## config.mk

```make
export PLATFORM = sky130hd
export DESIGN_NAME = fss_div
export DESIGN_NICKNAME = d
export VERILOG_FILES = /design/src/hw/rtl/fss_pkg.sv /design/src/hw/rtl/fss_div.sv
export SDC_FILE = /design/constraint.sdc
export NUM_CORES = 1
export LEC_CHECK = 0
export ABC_AREA = 1
export BUFFER_PORTS_ARGS = -buffer_cell sky130_fd_sc_hd__buf_2
export CAP_MARGIN = 10
export CORE_AREA = 2 2 177 179
export DETAILED_ROUTE_END_ITERATION = 12
export DIE_AREA = 0 0 179 181
export GPL_ROUTABILITY_DRIVEN = 0
export SLEW_MARGIN = 20
export SYNTH_ARGS = -nofsm -noshare
export SYNTH_HDL_FRONTEND = slang
export SYNTH_SLANG_ARGS = --single-unit
```

## constraint.sdc

```tcl
create_clock -name clk -period 5.2 [get_ports clk]
set_clock_uncertainty 0.2 [all_clocks]
set_input_delay 0.26 -clock clk [delete_from_list [all_inputs] [get_ports clk]]
set_output_delay 0.26 -clock clk [all_outputs]
set_load 0.01 [all_outputs]
```

## src/hw/rtl/fss_pkg.sv

```systemverilog
// ----------------------------------------------------------------------------
// fss_pkg: shared types and constants of the fair-share task scheduler
// Holds the beat structs, slot and request codes, the cell chain control
// structs and the nice-to-weight table.
// ----------------------------------------------------------------------------
package fss_pkg;

  localparam int MAX_TASKS = 32;
  localparam int SLOT_W    = $clog2(MAX_TASKS);
  localparam int CNT_W     = $clog2(MAX_TASKS + 1);
  localparam int ID_W      = 22;
  localparam int VR_W      = 64;
  localparam int ORDER_W   = 32;
  localparam int NICE_IX_W = 6;
  localparam int WEIGHT_W  = 17;
  localparam int SHIFT_W   = 10;
  localparam int DIV_BITS  = VR_W + SHIFT_W;
  localparam int DIV_CNT_W = $clog2(DIV_BITS + 1);
  localparam logic signed [7:0] NICE_MIN  = -8'sd20;
  localparam logic signed [7:0] NICE_MAX  = 8'sd19;
  localparam logic signed [7:0] NICE_BIAS = 8'sd20;

  typedef enum logic [1:0] {
    REQ_CREATE  = 2'd0,
    REQ_BLOCK   = 2'd1,
    REQ_UNBLOCK = 2'd2,
    REQ_SCHED   = 2'd3
  } req_t;

  typedef enum logic [2:0] {
    STS_OK        = 3'd0,
    STS_BAD_NICE  = 3'd1,
    STS_FULL      = 3'd2,
    STS_NOT_FOUND = 3'd3,
    STS_NO_TASK   = 3'd4
  } status_t;

  typedef enum logic [1:0] {
    ST_FREE    = 2'd0,
    ST_READY   = 2'd1,
    ST_BLOCKED = 2'd2,
    ST_RUNNING = 2'd3
  } slot_st_t;

  typedef enum logic [1:0] {
    SCAN_FREE       = 2'd0,
    SCAN_READY_ID   = 2'd1,
    SCAN_BLOCKED_ID = 2'd2,
    SCAN_READY_ALL  = 2'd3
  } scan_mode_t;

  typedef struct packed {
    req_t                    req_type;
    logic [ID_W-1:0]         task_id;
    logic signed [7:0]       nice_level;
    logic [VR_W-1:0]         now_ns;
  } in_item_t;

  typedef struct packed {
    status_t                 status;
    logic [ID_W-1:0]         picked_id;
    logic [VR_W-1:0]         picked_vruntime;
  } out_item_t;

  // Best entry so far, handed from cell to cell during a scan.
  typedef struct packed {
    logic                    valid;
    logic [SLOT_W-1:0]       slot;
    logic [VR_W-1:0]         vr;
    logic [ORDER_W-1:0]      age;
    logic [ID_W-1:0]         id;
    logic [NICE_IX_W-1:0]    nice;
  } cand_t;

  typedef struct packed {
    scan_mode_t              mode;
    logic [ID_W-1:0]         id;
    logic [ORDER_W-1:0]      counter;
  } scan_ctl_t;

  typedef struct packed {
    logic                    en;
    logic [SLOT_W-1:0]       slot;
    slot_st_t                state;
    logic                    load_info;
    logic [ID_W-1:0]         id;
    logic [NICE_IX_W-1:0]    nice;
    logic                    load_vr;
    logic [VR_W-1:0]         vr;
    logic                    stamp;
    logic [ORDER_W-1:0]      order;
  } wr_t;

  function automatic logic [WEIGHT_W-1:0] nice_weight(input logic [NICE_IX_W-1:0] ix);
    logic [WEIGHT_W-1:0] w;
    unique case (ix)
      6'd0:  w = 17'd88761;  6'd1:  w = 17'd71755;  6'd2:  w = 17'd56483;
      6'd3:  w = 17'd46273;  6'd4:  w = 17'd36291;  6'd5:  w = 17'd29154;
      6'd6:  w = 17'd23254;  6'd7:  w = 17'd18705;  6'd8:  w = 17'd14949;
      6'd9:  w = 17'd11916;  6'd10: w = 17'd9548;   6'd11: w = 17'd7620;
      6'd12: w = 17'd6100;   6'd13: w = 17'd4904;   6'd14: w = 17'd3906;
      6'd15: w = 17'd3121;   6'd16: w = 17'd2501;   6'd17: w = 17'd1991;
      6'd18: w = 17'd1586;   6'd19: w = 17'd1277;   6'd20: w = 17'd1024;
      6'd21: w = 17'd820;    6'd22: w = 17'd655;    6'd23: w = 17'd526;
      6'd24: w = 17'd423;    6'd25: w = 17'd335;    6'd26: w = 17'd272;
      6'd27: w = 17'd215;    6'd28: w = 17'd172;    6'd29: w = 17'd137;
      6'd30: w = 17'd110;    6'd31: w = 17'd87;     6'd32: w = 17'd70;
      6'd33: w = 17'd56;     6'd34: w = 17'd45;     6'd35: w = 17'd36;
      6'd36: w = 17'd29;     6'd37: w = 17'd23;     6'd38: w = 17'd18;
      6'd39: w = 17'd15;
      default: w = 17'd1024;
    endcase
    return w;
  endfunction

endpackage

```

## src/hw/rtl/fss_div.sv

```systemverilog
// ----------------------------------------------------------------------------
// fss_div: bit-serial divider for the runtime charge
// Computes (delta * 1024) / weight, keeping the low 64 quotient bits, one
// quotient bit per cycle by restoring division.
// ----------------------------------------------------------------------------
module fss_div import fss_pkg::*; (
  input  logic                clk,
  input  logic                rst_n,
  input  logic                start,
  input  logic [VR_W-1:0]     delta,
  input  logic [WEIGHT_W-1:0] weight,
  output logic                done,
  output logic [VR_W-1:0]     quo
);

  logic                   run_r;
  logic                   done_r;
  logic [DIV_CNT_W-1:0]   cnt_r;
  logic [DIV_BITS-1:0]    dvd_r;
  logic [WEIGHT_W-1:0]    w_r;
  logic [WEIGHT_W-1:0]    rem_r;
  logic [VR_W-1:0]        quo_r;
  logic [WEIGHT_W:0]      rem_sh;
  logic                   ge;
  logic [WEIGHT_W-1:0]    rem_nxt;

  assign rem_sh  = {rem_r, dvd_r[DIV_BITS-1]};
  assign ge      = rem_sh >= {1'b0, w_r};
  assign rem_nxt = ge ? WEIGHT_W'(rem_sh - {1'b0, w_r}) : rem_sh[WEIGHT_W-1:0];

  always_ff @(posedge clk) begin
    if (!rst_n) begin
      run_r  <= 1'b0;
      done_r <= 1'b0;
      cnt_r  <= '0;
    end else begin
      done_r <= 1'b0;
      if (start) begin
        run_r <= 1'b1;
        cnt_r <= '0;
      end else if (run_r) begin
        cnt_r <= cnt_r + 1'b1;
        if (cnt_r == DIV_CNT_W'(DIV_BITS - 1)) begin
          run_r  <= 1'b0;
          done_r <= 1'b1;
        end
      end
    end
  end

  always_ff @(posedge clk) begin
    if (start) begin
      dvd_r <= {delta, SHIFT_W'(0)};
      w_r   <= weight;
      rem_r <= '0;
    end else if (run_r) begin
      dvd_r <= {dvd_r[DIV_BITS-2:0], 1'b0};
      rem_r <= rem_nxt;
      quo_r <= {quo_r[VR_W-2:0], ge};
    end
  end

  assign done = done_r;
  assign quo  = quo_r;

endmodule
```

==> metrics <==
Least-Margin Pin Slew 961 ps; site row count 64; post-CTS setup buffers 0; ratio of cells with drive above 1 in the final layout 20.4%; post-layout util 33.3%; cts hold-fix bufs 82; core outline area 0.0303 mm^2; met2 Resource Use GR 17.5%; unrepaired setup endpoints after global routing false; hold_sp quo[62]; relative slew slack 36.0%; clk sink count 171; Buffers on Ports 148; critical path peak fanout 49; reg-to-reg critical path endpoint quo[29]; met3 usage 2.82%; initial core utilization 24.9%; routing usage on met1 14.6%; routed wire length 17700 um; synth top area cells edfxtp_1, nand2_1, dfxtp_1; net switching fraction of the power 22.7%; Antenna Cells 0; Tmin final 2600 ps; first-pass GRT wire length 28700 um; Pint 2.41 mW; Critical Path RT 5060 ps; final setup violation count 0; Clk pin slew, worst setup/hold paths 60 ps; die area 0.0324 mm^2; status finished, final reports clean; post-synth cell types 35; net switching power 0.706 mW; dominant cell type by area after synthesis edfxtp_1; CTS resizes 0; Multi-input gate area 0.00225 mm^2; DR vias 5776; nets@finish 1089; fin area 0.0101 mm^2; vias in the first global route 5792; filler instances 3067; cell depth of the worst hold path 0; number of flops mapped to enable cells by yosys 145; FMAX 384 MHz; clock network power share 39.1%; pin count of the biggest net entering global routing 86; fin crit share 50.0%; Min-Delay Path Class flop to flop; Post-Syn Nets 856; commonest cells in the netlist nand2_1, edfxtp_1, inv_1; maximum vdd drop 234 uV; DRT iter0 DRCs 294; Gate Count Post-Synth 752; crit path capture type flop; GR peak layer met2; Synth async-reset ratio 0%; die width 179 um; area post-placement 0.00872 mm^2; Overflow after GRT 0; MaxCap Viol Count 0; top cell type's share of synthesized area 57.7%; H-tree Lvls 4; Comb pwr share 9.0%; pwr dens 308 mW/mm^2; FF+latch count, synth 171; CP Launch Type flop; Syn. warnings 0; leakage 4.57 nW; Seq/Total Area, Yosys 64.6%; R2R Setup Slk 2600 ps; crit path kind flop to flop; area delta synth->final 33.8%; Final Max Slew Viols 0; clk_lat worst skew 420 ps; Syn Area/Cell 10.0 um^2; DR WL/cell 12.7 um; DRT Pass-1 Iters 4; CTS root buf clkbuf_16; DRT antenna net count 0; most common cell in the synthesized netlist nand2_1; initial antenna violation count 0; number of remaining DRC errors 0; Die Y 181 um; placed wire-length estimate 11300 um; WHS Endpoint quo[63]; Setup Total Neg Slack 0 ps; Top FF cell, synth edfxtp_1; maximum root-to-sink buffer count 2; Mapped Area 0.00755 mm^2; Storage cell area 0.00487 mm^2; Flop pwr share 51.8%; final hold violations 0; IO Count 149; worst reg2reg startpoint run_r; DR vias/cell 4.14; TritonCTS Buffers 17; Global Route Usage Sum 11.3%; Crit path arrival time 2460 ps; TritonCTS clock tree yes; Reg2Reg Depth 3
## worst max path at each step
stage                     start        end  slack, ps
after global routing      start  dvd_r[50]       2310
final                     run_r    quo[29]       2600
after floorplan           run_r  dvd_r[10]       2160
after CTS                 start  dvd_r[49]       2490
after global placement    start  dvd_r[46]       2110
after detailed placement  start  dvd_r[47]       2020
## metal layers
metal	share of wire, %	wire length (um)
met5	0	0
met4	2.9	511
met3	5.9	1040
met2	44	7800
met1	47	8320
## worst max-delay path: stages, from the launching register on
cell	delay (ps)
dfxtp_1	510
inv_1	120
nor2_4	700
buf_4	630
## layout make-up
class | instances | area share, %
well taps | 396 | 4.91
inverters | 89 | 3.31
clock inverters | 6 | 0.669
flip-flops and latches | 171 | 48.3
repair buffers | 233 | 15.7
clock buffers | 26 | 4.84
multi-input cells | 473 | 22.3
## metrics by stage
step | setup WS [ps] | instances | hold WS (ps) | total power [mW]
floorplan | 2160 | 752 | 159 | 1.78
global placement | 2110 | 1280 | 226 | 1.87
detailed placement | 2020 | 1280 | 231 | 1.88
CTS | 2490 | 1394 | 245 | 3.16
global route | 2310 | 1394 | 260 | 3.26
finish | 2600 | 1394 | 241 | 3.11
## power groups by stage
stage / Clock [mW] / Combinational [mW] / Sequential, mW
3_5_place_dp: 0 / 0.234 / 1.64
4_1_cts: 1.26 / 0.283 / 1.61
2_1_floorplan: 0 / 0.137 / 1.64
5_1_grt: 1.32 / 0.319 / 1.62
6_report: 1.22 / 0.281 / 1.61
3_3_place_gp: 0 / 0.231 / 1.64
## flip-flops by register name (all words and copies together) (netlist names)
register and count:
dvd_r 64, run_r 1, done 1, quo 64, rem_r 17, w_r 17, cnt_r 7
## placed cells by master (no fill, tap or decap), types with 2 or more instances in the layout
cell           synthesis  layout
nor2_4                 2       3
o21ai_2                2       2
nor2_2                 4       3
nand2_1              321     321
nand3_1               39      39
edfxtp_1             145     145
clkbuf_1              12       6
inv_1                 84      84
nand2_2                5       5
clkbuf_8               0       3
dlygate4sd3_1          0      82
inv_2                  4       5
ha_1                  19      19
dfxtp_1               26      26
buf_4                  2       4
buf_2                  2     147
nand3b_1               7       7
clkbuf_16              0      17
nor2_1                17      17
nand3_2                6       6
nor3_1                 8       8
nand4_1                3       3
clkinv_4               0       2
o21ai_0                9       9
clkinvlp_4             0       2
nor3b_1                4       4
a21oi_1               11      11
nand2_4                2       2
xnor2_1                6       6
## cells by family after synthesis
logic type,after synthesis,share of synthesized area [%]
XOR/XNOR,7,0.812
AO/OA/AOI/OAI,27,2.04
buffers and inverters,108,5.65
flip-flops,171,64.6
AND/OR/NAND/NOR,419,23.5
adder cells (fa/ha/maj),20,3.42
Power figures use the tool's default switching activity.
