<file path="config.mk">
export PLATFORM = sky130hd
export DESIGN_NAME = fss_cell
export DESIGN_NICKNAME = d
export VERILOG_FILES = /design/src/hw/rtl/fss_pkg.sv /design/src/hw/rtl/fss_cell.sv
export SDC_FILE = /design/constraint.sdc
export NUM_CORES = 1
export LEC_CHECK = 0
export BUFFER_PORTS_ARGS = -buffer_cell sky130_fd_sc_hd__buf_4
export CAP_MARGIN = 10
export CORE_AREA = 8 8 171 173
export CTS_BUF_LIST = sky130_fd_sc_hd__clkbuf_2
export DETAILED_ROUTE_END_ITERATION = 8
export DIE_AREA = 0 0 179 181
export GPL_TIMING_DRIVEN = 0
export PLACE_DENSITY = 0.85
export SLEW_MARGIN = 10
export SYNTH_ARGS = -nofsm -noshare
export SYNTH_HDL_FRONTEND = slang
export SYNTH_SLANG_ARGS = --single-unit
</file>
<file path="constraint.sdc">
create_clock -name clk -period 5.75 [get_ports clk]
set_input_delay 0.8625 -clock clk [delete_from_list [all_inputs] [get_ports clk]]
set_output_delay 0.8625 -clock clk [all_outputs]
set_load 0.05 [all_outputs]
</file>
<file path="src/hw/rtl/fss_pkg.sv">
// ----------------------------------------------------------------------------
// fss_pkg: shared types and constants of the fair-share task scheduler
// Holds the beat structs, slot and request codes, the cell chain control
// structs and the nice-to-weight table.
// ----------------------------------------------------------------------------
package fss_pkg;

  localparam int MAX_TASKS = 32;
  localparam int SLOT_W    = $clog2(MAX_TASKS);
  localparam int CNT_W     = $clog2(MAX_TASKS + 1);
  localparam int ID_W      = 22;
  localparam int VR_W      = 64;
  localparam int ORDER_W   = 32;
  localparam int NICE_IX_W = 6;
  localparam int WEIGHT_W  = 17;
  localparam int SHIFT_W   = 10;
  localparam int DIV_BITS  = VR_W + SHIFT_W;
  localparam int DIV_CNT_W = $clog2(DIV_BITS + 1);
  localparam logic signed [7:0] NICE_MIN  = -8'sd20;
  localparam logic signed [7:0] NICE_MAX  = 8'sd19;
  localparam logic signed [7:0] NICE_BIAS = 8'sd20;

  typedef enum logic [1:0] {
    REQ_CREATE  = 2'd0,
    REQ_BLOCK   = 2'd1,
    REQ_UNBLOCK = 2'd2,
    REQ_SCHED   = 2'd3
  } req_t;

  typedef enum logic [2:0] {
    STS_OK        = 3'd0,
    STS_BAD_NICE  = 3'd1,
    STS_FULL      = 3'd2,
    STS_NOT_FOUND = 3'd3,
    STS_NO_TASK   = 3'd4
  } status_t;

  typedef enum logic [1:0] {
    ST_FREE    = 2'd0,
    ST_READY   = 2'd1,
    ST_BLOCKED = 2'd2,
    ST_RUNNING = 2'd3
  } slot_st_t;

  typedef enum logic [1:0] {
    SCAN_FREE       = 2'd0,
    SCAN_READY_ID   = 2'd1,
    SCAN_BLOCKED_ID = 2'd2,
    SCAN_READY_ALL  = 2'd3
  } scan_mode_t;

  typedef struct packed {
    req_t                    req_type;
    logic [ID_W-1:0]         task_id;
    logic signed [7:0]       nice_level;
    logic [VR_W-1:0]         now_ns;
  } in_item_t;

  typedef struct packed {
    status_t                 status;
    logic [ID_W-1:0]         picked_id;
    logic [VR_W-1:0]         picked_vruntime;
  } out_item_t;

  // Best entry so far, handed from cell to cell during a scan.
  typedef struct packed {
    logic                    valid;
    logic [SLOT_W-1:0]       slot;
    logic [VR_W-1:0]         vr;
    logic [ORDER_W-1:0]      age;
    logic [ID_W-1:0]         id;
    logic [NICE_IX_W-1:0]    nice;
  } cand_t;

  typedef struct packed {
    scan_mode_t              mode;
    logic [ID_W-1:0]         id;
    logic [ORDER_W-1:0]      counter;
  } scan_ctl_t;

  typedef struct packed {
    logic                    en;
    logic [SLOT_W-1:0]       slot;
    slot_st_t                state;
    logic                    load_info;
    logic [ID_W-1:0]         id;
    logic [NICE_IX_W-1:0]    nice;
    logic                    load_vr;
    logic [VR_W-1:0]         vr;
    logic                    stamp;
    logic [ORDER_W-1:0]      order;
  } wr_t;

  function automatic logic [WEIGHT_W-1:0] nice_weight(input logic [NICE_IX_W-1:0] ix);
    logic [WEIGHT_W-1:0] w;
    unique case (ix)
      6'd0:  w = 17'd88761;  6'd1:  w = 17'd71755;  6'd2:  w = 17'd56483;
      6'd3:  w = 17'd46273;  6'd4:  w = 17'd36291;  6'd5:  w = 17'd29154;
      6'd6:  w = 17'd23254;  6'd7:  w = 17'd18705;  6'd8:  w = 17'd14949;
      6'd9:  w = 17'd11916;  6'd10: w = 17'd9548;   6'd11: w = 17'd7620;
      6'd12: w = 17'd6100;   6'd13: w = 17'd4904;   6'd14: w = 17'd3906;
      6'd15: w = 17'd3121;   6'd16: w = 17'd2501;   6'd17: w = 17'd1991;
      6'd18: w = 17'd1586;   6'd19: w = 17'd1277;   6'd20: w = 17'd1024;
      6'd21: w = 17'd820;    6'd22: w = 17'd655;    6'd23: w = 17'd526;
      6'd24: w = 17'd423;    6'd25: w = 17'd335;    6'd26: w = 17'd272;
      6'd27: w = 17'd215;    6'd28: w = 17'd172;    6'd29: w = 17'd137;
      6'd30: w = 17'd110;    6'd31: w = 17'd87;     6'd32: w = 17'd70;
      6'd33: w = 17'd56;     6'd34: w = 17'd45;     6'd35: w = 17'd36;
      6'd36: w = 17'd29;     6'd37: w = 17'd23;     6'd38: w = 17'd18;
      6'd39: w = 17'd15;
      default: w = 17'd1024;
    endcase
    return w;
  endfunction

endpackage

</file>
<file path="src/hw/rtl/fss_cell.sv">
// ----------------------------------------------------------------------------
// fss_cell: one task slot of the scheduler chain
// Holds one slot and, during a scan, passes on the better of its own entry
// and the candidate from its left neighbor.
// ----------------------------------------------------------------------------
module fss_cell import fss_pkg::*; (
  input  logic              clk,
  input  logic              rst_n,
  input  logic [SLOT_W-1:0] cell_idx,
  input  scan_ctl_t         ctl,
  input  wr_t               wr,
  input  cand_t             cand_i,
  output cand_t             cand_o
);

  slot_st_t             state_r;
  logic [ID_W-1:0]      id_r;
  logic [NICE_IX_W-1:0] nice_r;
  logic [VR_W-1:0]      vr_r;
  logic [ORDER_W-1:0]   order_r;
  cand_t                cand_r;
  cand_t                mine;
  logic [ORDER_W-1:0]   age;
  logic                 wr_hit;
  logic                 earlier;
  logic                 elig;
  logic                 take;

  assign wr_hit  = wr.en && (wr.slot == cell_idx);
  assign age     = ctl.counter - order_r;
  assign earlier = (vr_r < cand_i.vr) || ((vr_r == cand_i.vr) && (age > cand_i.age));

  always_comb begin
    mine.valid = 1'b1;
    mine.slot  = cell_idx;
    mine.vr    = vr_r;
    mine.age   = age;
    mine.id    = id_r;
    mine.nice  = nice_r;
    unique case (ctl.mode)
      SCAN_FREE: begin
        elig = (state_r == ST_FREE);
        take = elig && !cand_i.valid;
      end
      SCAN_READY_ID: begin
        elig = (state_r == ST_READY) && (id_r == ctl.id);
        take = elig && (!cand_i.valid || earlier);
      end
      SCAN_BLOCKED_ID: begin
        elig = (state_r == ST_BLOCKED) && (id_r == ctl.id);
        take = elig && (!cand_i.valid || (age > cand_i.age));
      end
      SCAN_READY_ALL: begin
        elig = (state_r == ST_READY);
        take = elig && (!cand_i.valid || earlier);
      end
      default: begin
        elig = 1'b0;
        take = 1'b0;
      end
    endcase
  end

  always_ff @(posedge clk) begin
    if (!rst_n) begin
      state_r <= ST_FREE;
    end else if (wr_hit) begin
      state_r <= wr.state;
    end
  end

  always_ff @(posedge clk) begin
    if (wr_hit && wr.load_info) begin
      id_r   <= wr.id;
      nice_r <= wr.nice;
    end
    if (wr_hit && wr.load_vr) begin
      vr_r <= wr.vr;
    end
    if (wr_hit && wr.stamp) begin
      order_r <= wr.order;
    end
    cand_r <= take ? mine : cand_i;
  end

  assign cand_o = cand_r;

endmodule

</file>
==> flow_summary.toml <==
[run_status]
status = "completed"

[cts]
cts_hold_buf = 0
worstSkewPairLatency_ps = 850
cts_tree = "built"
cts_buffers = 68
clock_sinks = 256
htree_levels = 3
clk_pin_slew_ps = 120
clockBufferDepth = 3
cts-root-buf = "clkbuf_2"

[placed_design]
place_hpwl_mm = 32.7
place_congestion = 0.887
io_buffers = 457

[grt]
grt_max_degree = 61
grt_pass1_vias = 10855
track_usage_pct = 23.7
antenna_found_initial = 3
overflow = 0
grt_pass1_wl_mm = 58.9

[pwr]
ir_worst_vdd_mv = 0.197
leakagePower_uw = 0.00877
power_density_nw_per_um2 = 250
p_total_uw = 4350

[sta]
fmax_mhz = 185
worst_pin_slew_ps = 824
finalSetupTns_ps = 0
maxSlewViolCount = 0
hold_viol = 0
grt_setup_unrepaired = "no"
period_share_pct = 93.8
setup_viol = 0
post-route-min-period_ps = 5390
hold-worst-slack_ps = 175
max_slew_margin_pct = 45.1
fin_skew_ps = 137

[route]
wl_mm = 40.4
vias_per_cell = 5.14
firstDrtPassIters = 5
vias = 10105
ant_nets = 0
drc_errors = 0
routedWlPerCell_um = 20.5
drt_iter0_markers = 503

[yosys]
synth_edf_count = 124
async_flop_share_pct = 0
ys_seq_area_share_pct = 49.8
synth_top_cell_by_area = "edfxtp_1"
netlist_area_um2 = 12800
ys_top_cells_by_area = "edfxtp_1, dfxtp_1, ha_1"
yosysMostFrequentCell = "inv_1"
syn_area_per_cell_um2 = 12.3
synthTopCellsByCount = "inv_1, dfxtp_1, ha_1, edfxtp_1, mux2_4"
syn-num-nets = 1493
yosysUniqueCellTypes = 49
ys.flop_type = "dfxtp_1"
synth_warnings = 0
synth_top_area_share_pct = 29.1
ys_ff_latch = 256
netlist_instances = 1037

[die]
io_pins = 458
chipHeight_um = 181
die_area_um2 = 32400
rows = 60
start_util_pct = 48.2
core-area_um2 = 26500
die_w_um = 179

[worst_setup_path]
path_class = "flip-flop to flip-flop"
slowest_delay_ps = 380
cp-end-kind = "flip-flop"
cp_num_buf_inv = 4
path_common_cell = "a21oi_1"
cp.required_ps = 6400
cp.arrival_ps = 6050
crit_fanout = 10
critPathSlowestCell = "a211o_1"
cp_top_family = "compound AO/OA/AOI/OAI gates"
path_cells = "inv_1 > ha_1 > a21oi_1 > o21ai_0 > nor4_2 > a21oi_2 > a221oi_2 > o211ai_1 > a21oi_1 > xnor2_1 > ha_1 > a21o_1 > a21o_1 > a21oi_1 > o21ai_0 > a211o_1 > a21oi_1 > a211o_2 > and2_4 > buf_6 > buf_6 > buf_6 > mux2_4"
cp-start-kind = "flip-flop"

[finish]
nFillCells = 1951
drive_gt1_share_pct = 45.0
finalNetCount = 2022
syn_to_final_growth_pct = 36.0

[flow_run]
drv_cap = 0

[min_path]
hold_path_class = "input port to flip-flop"
[metrics by stage]
stage / cells / setup slack [ps] / instance area [um2] / utilization (%)
3_3_place_gp: 1835 / -604 / 16600 / 62.8
6_report: 1966 / 357 / 17400 / 65.6
5_1_grt: 1965 / 15.7 / 17400 / 65.6
4_1_cts: 1961 / 136 / 17300 / 65.4
3_5_place_dp: 1836 / -621 / 16700 / 62.9
2_1_floorplan: 1037 / 558 / 12800 / -
[cell usage in the layout (no fill, tap or decap), types with 9 or more instances in the layout]
cell type | synthesis | final
a21o_1 | 52 | 52
and3_1 | 9 | 9
a21oi_1 | 57 | 56
mux2_2 | 30 | 30
xor2_1 | 14 | 14
xnor2_1 | 39 | 39
nand2_1 | 14 | 14
edfxtp_1 | 124 | 124
clkbuf_2 | 0 | 111
inv_1 | 136 | 136
mux2_4 | 92 | 92
o21a_1 | 12 | 12
buf_6 | 12 | 12
ha_1 | 127 | 127
nand4_1 | 27 | 27
o21ai_0 | 27 | 27
nand3_1 | 16 | 16
dfxtp_1 | 132 | 132
buf_4 | 1 | 459
nor2_1 | 32 | 32
[path summary, 6_finish.rpt]
path | start | endpoint | slack, ps | cells past startpoint
worst max-delay path | order_r[10] | cand_o[125] | 360 | 23
worst min-delay path | wr[61] | vr_r[28] | 170 | 1
worst max register to register | order_r[10] | cand_o[125] | 360 | 23
worst min register to register | vr_r[44] | cand_o[104] | 470 | 1
[kinds of logic (layout without fill, tap and decap cells)]
family / after synthesis / in the layout / synth area share [%]
AO/OA/AOI/OAI: 180 / 180 / 9.00
XOR/XNOR: 53 / 53 / 3.63
multiplexers: 124 / 124 / 13.6
buffers and inverters: 153 / 737 / 5.26
flip-flops: 256 / 256 / 49.8
other: 0 / 4 / 0
adder cells (fa/ha/maj): 128 / 128 / 12.6
AND/OR/NAND/NOR: 143 / 143 / 6.07
[timing repair]
action,in CTS,in global routing
buffers inserted,0,1
resized for setup,1,7
pin swaps,0,1
setup endpoints to repair,3,130
[layout make-up]
type                    count  area [um2]  share of cell area [%]
well taps                 341         427                    2.45
clock buffers             111         556                    3.20
repair buffers            459        3470                    19.9
clock inverters            14         100                   0.576
flip-flops and latches    256        6370                    36.6
multi-input cells         628        5780                    33.3
plain buffers              17         161                   0.929
inverters                 136         510                    2.94
diodes                      4        10.0                  0.0576
[power breakdown]
part	total [uW]	switching, uW	internal (uW)
Sequential	2020	29.1	1990
Clock	1340	786	555
Combinational	993	543	450
Total	4350	1360	2990
[layer usage]
metal  part of all wire (%)  routed length, um  vias up  GRT usage [%]
met4                    3.5               1430        0           10.6
met3                    9.3               3760       96           8.15
met2                     51              20700      482           42.0
li1                       -                  -     4814              -
met1                     36              14500     4713           24.7
met5                      0                  0        -              0
[flip-flops by register name (all words and copies together) (netlist names)]
signal and cells:
id_r 22, cand_o 130, vr_r 64, state_r 2
order_r 32, nice_r 6
Note: power is estimated with default switching activity, not from simulation.
